$ cat config.mk
export PLATFORM = sky130hd
export DESIGN_NAME = sorted_id_set
export DESIGN_NICKNAME = d
export VERILOG_FILES = /design/src/rtl/sid_pkg.sv /design/src/rtl/sorted_id_set.sv /design/src/rtl/sid_ram.sv /design/src/rtl/sid_engine.sv
export SDC_FILE = /design/constraint.sdc
export NUM_CORES = 2
export LEC_CHECK = 0
export ABC_CLOCK_PERIOD_IN_PS = 5930
export BUFFER_PORTS_ARGS = -buffer_cell sky130_fd_sc_hd__buf_2
export CAP_MARGIN = 20
export CORE_MARGIN = 5
export CORE_UTILIZATION = 40
export CTS_CLUSTER_DIAMETER = 40
export DETAILED_ROUTE_END_ITERATION = 10
export MAX_ROUTING_LAYER = met4
export PLACE_DENSITY = 0.59
export SYNTH_ARGS = -nofsm -noshare
export SYNTH_HDL_FRONTEND = slang
export SYNTH_SLANG_ARGS = --single-unit
$ cat constraint.sdc
create_clock -name i_clk -period 5.93 [get_ports i_clk]
set_input_delay 1.186 -clock i_clk [delete_from_list [all_inputs] [get_ports i_clk]]
set_output_delay 1.186 -clock i_clk [all_outputs]
set_load 0.1 [all_outputs]
$ cat src/rtl/sid_pkg.sv
// ============================================================================
// sid_pkg
// Shared types and constants for the sorted id set.
// ============================================================================
package sid_pkg;

    localparam int TAG_W    = 16;
    localparam int STATUS_W = 2;
    localparam int HELD_W   = 7;

    typedef enum logic [1:0] {
        OP_ADD    = 2'd0,
        OP_REMOVE = 2'd1,
        OP_LOOKUP = 2'd2
    } t_opcode;

    typedef enum logic [STATUS_W-1:0] {
        ST_OK      = 2'd0,
        ST_NULL_ID = 2'd1,
        ST_FULL    = 2'd2
    } t_status;

    typedef struct packed {
        t_status status;
        logic    was_present;
    } t_result;

endpackage

$ cat src/rtl/sorted_id_set.sv
// ============================================================================
// sorted_id_set
// Set of nonzero ids kept in ascending order in one on-chip store.
// ============================================================================
// Command channel: an item (i_opcode, i_tag_value) transfers on a rising edge
// with start high and busy low. busy stays high while the item is worked on.
// Result channel: o_done is high for exactly one cycle with o_status,
// o_was_present and o_held_count; the receiver cannot stall it.
// Every item gives one result, in order.
// Opcode 3 and an add of id 0 finish without a search. Every other item
// first runs a binary search of S steps over the n entries held, with S
// at most ceil(log2(n+1)); a lookup, or an item that changes nothing, ends
// there. Add then moves the entries from sorted position p to n - 1 up by
// one and writes the new id at p; remove moves the entries after p down.
// The shift of add and remove moves one entry per cycle through the single
// read and single write port of the store. A new item may be accepted in
// the cycle after the engine finishes, while the previous result is still
// on its way out.
// Reset (synchronous, active low) empties the set at once; the store itself
// is not cleared and needs no sweep.
// ============================================================================
module sorted_id_set #(
    parameter int CAPACITY = 64,
    parameter int ID_WIDTH = 16
) (
    input  logic                          i_clk,
    input  logic                          i_rst_n,
    input  logic                          start,
    output logic                          busy,
    input  logic [1:0]                    i_opcode,
    input  logic [sid_pkg::TAG_W-1:0]     i_tag_value,
    output logic                          o_done,
    output logic [sid_pkg::STATUS_W-1:0]  o_status,
    output logic                          o_was_present,
    output logic [sid_pkg::HELD_W-1:0]    o_held_count
);

    localparam int AW = (CAPACITY > 1) ? $clog2(CAPACITY) : 1;
    localparam int CW = $clog2(CAPACITY + 1);

    logic [ID_WIDTH-1:0]       key;
    logic [CW-1:0]             w_count;
    logic [sid_pkg::HELD_W-1:0] held;
    logic                      w_res_valid;
    sid_pkg::t_result          w_res;
    logic                      mem_we, mem_re;
    logic [AW-1:0]             mem_waddr, mem_raddr;
    logic [ID_WIDTH-1:0]       mem_wdata, mem_rdata;

    logic                       r_done;
    logic [sid_pkg::STATUS_W-1:0] r_status;
    logic                       r_present;
    logic [sid_pkg::HELD_W-1:0] r_held;

    generate
        if (ID_WIDTH > sid_pkg::TAG_W) begin : g_key_ext
            assign key = {{(ID_WIDTH - sid_pkg::TAG_W){1'b0}}, i_tag_value};
        end else if (ID_WIDTH == sid_pkg::TAG_W) begin : g_key_eq
            assign key = i_tag_value;
        end else begin : g_key_cut
            assign key = i_tag_value[ID_WIDTH-1:0];
        end
        if (CW >= sid_pkg::HELD_W) begin : g_held_cut
            assign held = w_count[sid_pkg::HELD_W-1:0];
        end else begin : g_held_ext
            assign held = {{(sid_pkg::HELD_W - CW){1'b0}}, w_count};
        end
    endgenerate

    sid_engine #(
        .CAPACITY (CAPACITY),
        .ID_WIDTH (ID_WIDTH),
        .AW       (AW),
        .CW       (CW)
    ) u_engine (
        .i_clk       (i_clk),
        .i_rst_n     (i_rst_n),
        .i_start     (start),
        .i_opcode    (i_opcode),
        .i_key       (key),
        .o_busy      (busy),
        .o_res_valid (w_res_valid),
        .o_res       (w_res),
        .o_count     (w_count),
        .o_mem_we    (mem_we),
        .o_mem_waddr (mem_waddr),
        .o_mem_wdata (mem_wdata),
        .o_mem_re    (mem_re),
        .o_mem_raddr (mem_raddr),
        .i_mem_rdata (mem_rdata)
    );

    sid_ram #(
        .DEPTH (CAPACITY),
        .WIDTH (ID_WIDTH),
        .AW    (AW)
    ) u_ram (
        .i_clk   (i_clk),
        .i_we    (mem_we),
        .i_waddr (mem_waddr),
        .i_wdata (mem_wdata),
        .i_re    (mem_re),
        .i_raddr (mem_raddr),
        .o_rdata (mem_rdata)
    );

    always_ff @(posedge i_clk) begin
        if (!i_rst_n) begin
            r_done <= 1'b0;
        end else begin
            r_done <= w_res_valid;
        end
        if (w_res_valid) begin
            r_status  <= w_res.status;
            r_present <= w_res.was_present;
            r_held    <= held;
        end
    end

    assign o_done        = r_done;
    assign o_status      = r_status;
    assign o_was_present = r_present;
    assign o_held_count  = r_held;

    // an accepted command either keeps the engine busy or finishes at once
    a_start_progress: assert property (@(posedge i_clk) disable iff (!i_rst_n)
        (start && !busy) |=> (busy || w_res_valid))
        else $error("accepted command neither started nor finished");

    // engine only goes idle when it hands over a result
    a_idle_with_result: assert property (@(posedge i_clk) disable iff (!i_rst_n)
        $fell(busy) |-> w_res_valid)
        else $error("engine went idle without a result");

    // an error status never reports the id as held
    a_error_not_present: assert property (@(posedge i_clk) disable iff (!i_rst_n)
        (o_done && (o_status != sid_pkg::ST_OK)) |-> !o_was_present)
        else $error("error status with id reported present");

endmodule

$ cat src/rtl/sid_ram.sv
// ============================================================================
// sid_ram
// Id store: one write port, one read port, registered read data.
// ============================================================================
module sid_ram #(
    parameter int DEPTH = 64,
    parameter int WIDTH = 16,
    parameter int AW    = 6
) (
    input  logic             i_clk,
    input  logic             i_we,
    input  logic [AW-1:0]    i_waddr,
    input  logic [WIDTH-1:0] i_wdata,
    input  logic             i_re,
    input  logic [AW-1:0]    i_raddr,
    output logic [WIDTH-1:0] o_rdata
);

    logic [WIDTH-1:0] mem [DEPTH];
    logic [WIDTH-1:0] r_rdata;

    always_ff @(posedge i_clk) begin
        if (i_we) begin
            mem[i_waddr] <= i_wdata;
        end
        if (i_re) begin
            r_rdata <= mem[i_raddr];
        end
    end

    assign o_rdata = r_rdata;

endmodule

$ cat src/rtl/sid_engine.sv
// ============================================================================
// sid_engine
// Binary search over the store, then an entry-per-cycle shift for add and
// remove. Holds the entry count.
// ============================================================================
module sid_engine #(
    parameter int CAPACITY = 64,
    parameter int ID_WIDTH = 16,
    parameter int AW       = 6,
    parameter int CW       = 7
) (
    input  logic                i_clk,
    input  logic                i_rst_n,
    input  logic                i_start,
    input  logic [1:0]          i_opcode,
    input  logic [ID_WIDTH-1:0] i_key,
    output logic                o_busy,
    output logic                o_res_valid,
    output sid_pkg::t_result    o_res,
    output logic [CW-1:0]       o_count,
    output logic                o_mem_we,
    output logic [AW-1:0]       o_mem_waddr,
    output logic [ID_WIDTH-1:0] o_mem_wdata,
    output logic                o_mem_re,
    output logic [AW-1:0]       o_mem_raddr,
    input  logic [ID_WIDTH-1:0] i_mem_rdata
);

    typedef enum logic [1:0] {
        S_IDLE,
        S_SEARCH,
        S_CMP,
        S_SHIFT
    } t_state;

    t_state           r_state, n_state;
    sid_pkg::t_opcode r_op, n_op;
    logic [ID_WIDTH-1:0] r_key, n_key;
    logic [CW-1:0]    r_lo, n_lo;
    logic [CW-1:0]    r_hi, n_hi;
    logic [CW-1:0]    r_mid, n_mid;
    logic             r_found, n_found;
    logic [CW-1:0]    r_count, n_count;
    logic [CW-1:0]    r_rd_addr, n_rd_addr;
    logic [CW-1:0]    r_left, n_left;
    logic             r_wr_pend, n_wr_pend;
    logic [CW-1:0]    r_wr_addr, n_wr_addr;
    logic             r_done, n_done;
    sid_pkg::t_result r_res, n_res;
    logic [CW-1:0]    mid;

    always_comb begin
        n_state     = r_state;
        n_op        = r_op;
        n_key       = r_key;
        n_lo        = r_lo;
        n_hi        = r_hi;
        n_mid       = r_mid;
        n_found     = r_found;
        n_count     = r_count;
        n_rd_addr   = r_rd_addr;
        n_left      = r_left;
        n_wr_pend   = r_wr_pend;
        n_wr_addr   = r_wr_addr;
        n_done      = 1'b0;
        n_res       = r_res;
        o_mem_we    = 1'b0;
        o_mem_waddr = r_wr_addr[AW-1:0];
        o_mem_wdata = i_mem_rdata;
        o_mem_re    = 1'b0;
        o_mem_raddr = r_rd_addr[AW-1:0];
        mid         = r_lo + ((r_hi - r_lo) >> 1);

        unique case (r_state)
            S_IDLE: begin
                if (i_start) begin
                    n_op    = sid_pkg::t_opcode'(i_opcode);
                    n_key   = i_key;
                    n_lo    = '0;
                    n_hi    = r_count;
                    n_found = 1'b0;
                    n_res   = '{status: sid_pkg::ST_OK, was_present: 1'b0};
                    case (sid_pkg::t_opcode'(i_opcode))
                        sid_pkg::OP_ADD: begin
                            if (i_key == '0) begin
                                n_res.status = sid_pkg::ST_NULL_ID;
                                n_done       = 1'b1;
                            end else begin
                                n_state = S_SEARCH;
                            end
                        end
                        sid_pkg::OP_REMOVE, sid_pkg::OP_LOOKUP: begin
                            n_state = S_SEARCH;
                        end
                        default: begin
                            n_done = 1'b1;
                        end
                    endcase
                end
            end
            S_SEARCH: begin
                if (r_lo < r_hi) begin
                    o_mem_re    = 1'b1;
                    o_mem_raddr = mid[AW-1:0];
                    n_mid       = mid;
                    n_state     = S_CMP;
                end else begin
                    case (r_op)
                        sid_pkg::OP_ADD: begin
                            if (r_found) begin
                                n_res.was_present = 1'b1;
                                n_done            = 1'b1;
                                n_state           = S_IDLE;
                            end else if (r_count == CW'(CAPACITY)) begin
                                n_res.status = sid_pkg::ST_FULL;
                                n_done       = 1'b1;
                                n_state      = S_IDLE;
                            end else begin
                                n_rd_addr = r_count - CW'(1);
                                n_left    = r_count - r_lo;
                                n_wr_pend = 1'b0;
                                n_state   = S_SHIFT;
                            end
                        end
                        sid_pkg::OP_REMOVE: begin
                            if (r_found) begin
                                n_res.was_present = 1'b1;
                                n_rd_addr         = r_lo + CW'(1);
                                n_left            = r_count - r_lo - CW'(1);
                                n_wr_pend         = 1'b0;
                                n_state           = S_SHIFT;
                            end else begin
                                n_done  = 1'b1;
                                n_state = S_IDLE;
                            end
                        end
                        default: begin
                            n_res.was_present = r_found;
                            n_done            = 1'b1;
                            n_state           = S_IDLE;
                        end
                    endcase
                end
            end
            S_CMP: begin
                if (i_mem_rdata < r_key) begin
                    n_lo = r_mid + CW'(1);
                end else begin
                    n_hi = r_mid;
                end
                if (i_mem_rdata == r_key) begin
                    n_found = 1'b1;
                end
                n_state = S_SEARCH;
            end
            S_SHIFT: begin
                if (r_wr_pend) begin
                    o_mem_we = 1'b1;
                end
                if (r_left != '0) begin
                    o_mem_re  = 1'b1;
                    n_wr_pend = 1'b1;
                    n_left    = r_left - CW'(1);
                    if (r_op == sid_pkg::OP_ADD) begin
                        n_wr_addr = r_rd_addr + CW'(1);
                        n_rd_addr = r_rd_addr - CW'(1);
                    end else begin
                        n_wr_addr = r_rd_addr - CW'(1);
                        n_rd_addr = r_rd_addr + CW'(1);
                    end
                end else if (!r_wr_pend) begin
                    if (r_op == sid_pkg::OP_ADD) begin
                        o_mem_we    = 1'b1;
                        o_mem_waddr = r_lo[AW-1:0];
                        o_mem_wdata = r_key;
                        n_count     = r_count + CW'(1);
                    end else begin
                        n_count = r_count - CW'(1);
                    end
                    n_done  = 1'b1;
                    n_state = S_IDLE;
                end else begin
                    n_wr_pend = 1'b0;
                end
            end
            default: begin
                n_state = S_IDLE;
            end
        endcase
    end

    always_ff @(posedge i_clk) begin
        if (!i_rst_n) begin
            r_state   <= S_IDLE;
            r_count   <= '0;
            r_done    <= 1'b0;
            r_wr_pend <= 1'b0;
        end else begin
            r_state   <= n_state;
            r_count   <= n_count;
            r_done    <= n_done;
            r_wr_pend <= n_wr_pend;
        end
        r_op      <= n_op;
        r_key     <= n_key;
        r_lo      <= n_lo;
        r_hi      <= n_hi;
        r_mid     <= n_mid;
        r_found   <= n_found;
        r_rd_addr <= n_rd_addr;
        r_left    <= n_left;
        r_wr_addr <= n_wr_addr;
        r_res     <= n_res;
    end

    assign o_busy      = (r_state != S_IDLE);
    assign o_res_valid = r_done;
    assign o_res       = r_res;
    assign o_count     = r_count;

endmodule
Word level (Yosys, flattened, before mapping)
Memory sizes are Yosys's and may differ from the RTL's. A register that Yosys moved wholly into a read port is not among the register bits.
Cells that the tools add are included.
{"block": "op_classes", "order_cmp": 2, "eq_ne": 26, "mux": 84, "n_reduce_logical": 23, "add_sub_neg": 11, "n_bitwise": 2}
{"cell": "2-to-1 mux 7 bit", "count": 16}
{"cell": "case mux 7 bit (2 select lines)", "count": 6}
{"cell": "2-to-1 mux 16 bit", "count": 4}
{"cell": "2-to-1 mux 6 bit", "count": 7}
{"cell": "adder 7 x 1 -> 7 bit, second input constant", "count": 4}
{"cell": "subtractor 7 x 1 -> 7 bit, second input constant", "count": 4}
{"cell": "2-to-1 mux 1 bit", "count": 26}
{"cell": "2-to-1 mux 2 bit", "count": 12}
{"cell": "== test 16 bit", "count": 1}
{"cell": "zero test 16 bit", "count": 1}
{"cell": "< comparator 16 bit", "count": 1}
{"cell": "subtractor 7 bit", "count": 2}
{"cell": "inequality test 2 bit, second input constant", "count": 6}
{"cell": "inequality test 3 bit, second input constant", "count": 4}
{"cell": "case mux 1 bit (2 select lines)", "count": 6}
{"cell": "AND reduction 3 bit", "count": 4}
{"cell": "AND reduction 6 bit", "count": 2}
{"cell": "inequality test 2 x 1 -> 1 bit, second input constant", "count": 5}
{"cell": "case mux 2 bit (2 select lines)", "count": 2}
{"cell": "case mux 2 bit (4 select lines)", "count": 1}
{"cell": "nonzero test 2 bit", "count": 4}
{"cell": "adder 7 x 6 -> 7 bit", "count": 1}
{"cell": "== test 7 bit, second input constant", "count": 1}
{"cell": "< comparator 7 bit", "count": 1}
{"cell": "other kinds (15)", "count": 27}
{"block": "totals", "ramBits": 1024, "elab_cells": 168, "regBits": 85, "input_bits": 21, "n_memories": 1, "output_inout_bits": 12}
{"name": "u_ram.mem", "depth": 64, "word_bits": 16, "read_ports": 1, "rd_ports_with_merged_regs": 1, "write_ports": 1, "line_no": "sid_ram.sv:19", "source": "logic [WIDTH-1:0] mem [DEPTH];"}

Depth between registers and ports, before layout
{"block": "depth", "word_depth": 7, "ltp_mapped": 20, "depth_no_buf": 17}

Modules after synthesis
Synthesis repeated with hierarchy kept, for this count alone.
{"block": "hier_totals", "hier_cells": 2365, "area_unflattened_um2": 45716.3}
{"mod": "sid_ram", "cells_per_inst": 1820, "n_inst": 1, "area_per_inst_um2": 40138.5}
{"mod": "sid_engine", "cells_per_inst": 533, "n_inst": 1, "area_per_inst_um2": 5251.3}
{"mod": "sorted_id_set", "cells_per_inst": 12, "n_inst": 1, "area_per_inst_um2": 326.6}

Worst setup path after synthesis
Ideal clock, no wire load.
{"block": "synth_timing", "path_kind": "register to register", "startpoint": "register u_engine.r_left[0]", "endpoint": "memory u_ram.mem[0][15], data pin", "path_stages_with_launch": 10, "t_arrival_ps": 4587, "t_required_ps": 5228, "period_less_slack_ps": 5289, "slack_ps": 641, "path_buffers": 3, "cell_sequence": "edfxtp_1 -> inv_1 -> ha_1 -> nand3_1 -> or4_1 -> or2_2 -> buf_2 -> buf_2 -> clkbuf_1 -> o21ai_0"}
{"block": "synth_via", "elab_chain_cells": 3}
{"item": "from (decl)", "line_no": "sid_engine.sv:45", "source": "logic [CW-1:0] r_left, n_left;"}
{"item": "from (signal assigned)", "line_no": "sid_engine.sv:211", "source": "r_left <= n_left;"}
{"item": "nonzero test 7 bit", "line_no": "sid_engine.sv:160", "source": "if (r_left != '0) begin"}
{"item": "2-to-1 mux 16 bit", "line_no": "sid_engine.sv:160"}
{"item": "2-to-1 mux 16 bit", "line_no": "sid_engine.sv:74", "source": "unique case (r_state)"}
{"item": "via mem_wdata[15]", "line_no": "sorted_id_set.sv:48", "source": "logic [ID_WIDTH-1:0] mem_wdata, mem_rdata;"}
{"item": "to (decl)", "line_no": "sid_ram.sv:19"}
The timed path passes the listed nets, and every way through them passes these cells.

Worst setup path after layout
{"block": "layout_timing", "startpoint": "register u_engine.r_lo[2]", "endpoint": "register u_ram.r_rdata[1], in the netlist u_ram.o_rdata[1], read port of u_ram.mem, data pin"}
{"block": "layout_via", "elab_chain_cells": 4, "word_cells_on_any_way": 7}
{"item": "from (decl)", "line_no": "sid_engine.sv:39", "source": "logic [CW-1:0] r_lo, n_lo;"}
{"item": "from (signal assigned)", "line_no": "sid_engine.sv:206", "source": "r_lo <= n_lo;"}
{"item": "subtractor 7 bit", "line_no": "sid_engine.sv:72", "source": "mid = r_lo + ((r_hi - r_lo) >> 1);"}
{"item": "adder 7 x 6 -> 7 bit *", "line_no": "sid_engine.sv:72"}
{"item": "via u_engine.mid[5]", "line_no": "sid_engine.sv:50", "source": "logic [CW-1:0] mid;"}
{"item": "2-to-1 mux 6 bit *", "line_no": "sid_engine.sv:102", "source": "if (r_lo < r_hi) begin"}
{"item": "2-to-1 mux 6 bit *", "line_no": "sid_engine.sv:74"}
{"item": "to (decl)", "line_no": "sid_ram.sv:20", "source": "logic [WIDTH-1:0] r_rdata;"}
The timed path passes the listed nets; every way through them passes the cells marked *.
A chain may end at the register's enable or synchronous reset.

==> impl_metrics.ini <==
[outcome]
outcome = finished clean

[sta]
max_slew_margin_pct = 26.8
setup_viol = 0
grt_setup_unrepaired = false
hold_viol = 0
fin_setup_tns_ns = 0
timing.clock.skew_ns = 0.0255
worstMarginPinSlew_ns = 1.10
timing.final.ws_setup_ns = 0.452
min_period_over_period_pct = 92.4
slew_violations = 0
timing.fmax_ghz = 0.183
period_needed_ns = 5.48

[yosys]
ys.flop_type = edfxtp_1
syn_area_um2 = 47500
ys_types = 70
yosysSeqAreaShare_pct = 70.8
netlist_top_cells_area = edfxtp_1 70%, a22oi_1 4.0%, nand3_1 3.5%
synth_edf_count = 1112
yosysTopAreaCellShare_pct = 70.3
syn_area_per_cell_um2 = 13.8
synthCells = 3451
ys_ff_latch = 1124
synth_nets = 3521
ys_warn_count = 0
synth-async-reset-ratio_pct = 0
yosysTopAreaCell = edfxtp_1

[drt]
antenna_left = 0
dr_total_vias = 31900
dr.pass1.iters = 6
drc_errors = 0
drt-initial-drc-count = 4210
route.detailed.wl_per_inst_um = 28.1
vias_per_cell = 6.12
wl_um = 147000

[floorplanning]
coreArea_um2 = 118000
initial_core_util_pct = 40.2
row_count = 126
die_area_um2 = 126000
die_h_um = 355
io_pins = 33
die_w_um = 355

[job]
cap_violations = 0

[cts]
cts_tree = done
cts_hold_buf = 0
cts_made_buffers = 151
cts-root-buf = clkbuf_16
clockBufferDepth = 3
cts_setup_buffers = 0
cts_sinks = 1124
htreeDepth = 4
clk_latency_ns = 0.76
cts.clk_slew.worst_paths_ns = 0.06
cts_resized = 0

[power]
p_leak_uw = 0.0184
total_power_uw = 20700
powerDensity_nw_per_um2 = 370
ir_worst_vdd_mv = 0.274

[setup_path]
cp.required_ns = 6.52
crit_type = register to register
critPathLaunch = u_engine.r_lo[2]
r2r_start = u_engine.r_lo[2]
cpLargestDelayFamily = compound AO/OA/AOI/OAI gates
crit_buf_inv = 1
crit_fanout = 15
crit_top_cell = a21oi_1
worstSetupStartpointType = register
cp_cell_sequence = inv_1 > ha_1 > a21oi_1 > nand2_1 > a21o_1 > a21oi_1 > xnor2_1 > ha_1 > a21oi_1 > o21ai_0 > xor2_1 > a32o_1 > and2_1 > a22oi_1 > nand4_1
reg2reg_depth = 15
cpMaxStageDelayCell = and2_1
reg2reg_to = u_ram.o_rdata[1]
rrSetupSlack_ns = 0.45
cp_data_arrival_time_ns = 6.07
cp-endpoint = u_ram.o_rdata[1]
max_stage_delay_ns = 0.90
cp.depth = 15
end_kind = register

[final_layout]
num-fill-cells = 10100
syn_to_final_growth_pct = 17.5
multi_input_area_um2 = 13000
num-nets-final = 3620
drive_above_1_share_pct = 16.0
mostFrequentLayoutCell = edfxtp_1
final_cell_mix = 1112 x edfxtp_1, 334 x nand3_1, 273 x nand2_1
fin_area_um2 = 55800
regArea_um2 = 33600

[place]
placed_cell_area_um2 = 50600
gp_congestion = 0.899
preCtsSetupSlack_ns = 0.651
io_buffer_count = 32
dpl.hpwl_um = 84400

[grt]
grt_use_total_pct = 23.3
grt_pass1_wl_um = 213000
overflow = 0
grt_max_degree = 143
grt_pass1_vias = 30400
grt_antenna_before_repair = 3

[worst_hold_path]
hp-class = register to register
hold_depth = 0
worst register-to-register path, delay by kind of cell (launching register included):
kind	cells	cell delay, ns
adders and majority gates	2	0.62
xor gates and xnor gates	2	0.70
AOI/OAI and AO/OA	7	2.04
buffers and inverters	1	0.19
and+or+nand+nor	3	1.27
DFF	1	0.49
routing by layer:
layer | GRT usage [%] | share of wire (%)
met5 | - | 0
met4 | 7.88 | 3.1
met3 | 4.40 | 9.2
met2 | 35.2 | 46
met1 | 32.0 | 42
cell usage after synthesis (6+ instances only):
cell type	count
nor2_1	108
buf_6	6
a22oi_1	254
dfxtp_1	12
o22ai_1	6
buf_1	17
a211oi_1	91
xnor2_1	32
buf_2	23
a2111oi_0	47
and2_1	9
o211ai_1	7
mux2_2	23
nand4_1	53
a32oi_1	31
a21o_1	17
nor3_1	14
o2111a_1	15
o21ai_0	281
inv_1	55
xor2_1	16
ha_1	46
mux2i_1	69
nand3_1	337
or3_1	6
a21oi_1	33
clkbuf_1	222
nand2_1	274
buf_4	8
o41ai_1	46
and3_1	95
edfxtp_1	1112
per-stage QoR:
step	hold WS [ns]	instances	util [%]
CTS	0.424	5213	47.3
detailed placement	0.405	4932	42.8
floorplan	0.400	3451	-
global route	0.427	5216	47.3
finish	0.423	5216	47.3
global placement	0.402	4931	42.8
how the worst min path moves through the flow:
stage	slack, ns	start	endpoint
after global routing	0.43	u_engine.o_res[0]	o_was_present
after floorplan	0.40	u_engine.o_res[1]	o_status[0]
after detailed placement	0.41	u_engine.o_res[2]	o_status[1]
after CTS	0.42	u_engine.o_res[2]	o_status[1]
final	0.42	u_engine.o_res[0]	o_was_present
after global placement	0.40	u_engine.o_res[1]	o_status[0]
cell type report:
class | count | area share (%)
Antenna cell | 2 | 0.00897
Clock buffer | 165 | 6.94
Clock inverter | 116 | 2.45
Inverter | 57 | 0.383
Multi-Input combinational cell | 1994 | 23.3
Sequential cell | 1124 | 60.2
Tap cell | 1536 | 3.44
Timing Repair Buffer | 222 | 3.21
flip-flops by register name, summed over array words and instances, names as in the netlist, 2 cells and up:
signal / count
u_engine.r_lo: 7
u_engine.r_mid: 7
u_engine.o_count: 7
o_held_count: 7
u_engine.r_left: 7
u_engine.r_rd_addr: 6
u_engine.r_state: 2
u_engine.o_res: 3
u_engine.r_op: 2
u_engine.r_wr_addr: 6
u_ram.mem: 1024
u_engine.r_key: 16
u_ram.o_rdata: 16
o_status: 2
u_engine.r_hi: 7
cells by family (layout without fill, tap and decap cells):
logic type               after synthesis  count (layout)  share of synthesized area, %
flip-flops                          1124            1124                          70.8
XOR/XNOR                              48              48                         0.885
other                                  0               2                             0
buffers and inverters                333             560                          2.85
AND/OR/NAND/NOR                      932             932                          9.43
adder cells (fa/ha/maj)               49              49                          1.34
multiplexers                          95              95                          2.07
AO/OA/AOI/OAI                        870             870                          12.7
where the power goes:
part | internal, uW | switching (uW)
Combinational | 718 | 1680
Sequential | 8860 | 55.6
Clock | 5670 | 3690
Total | 15200 | 5430
(Power assumes the default switching activity.)
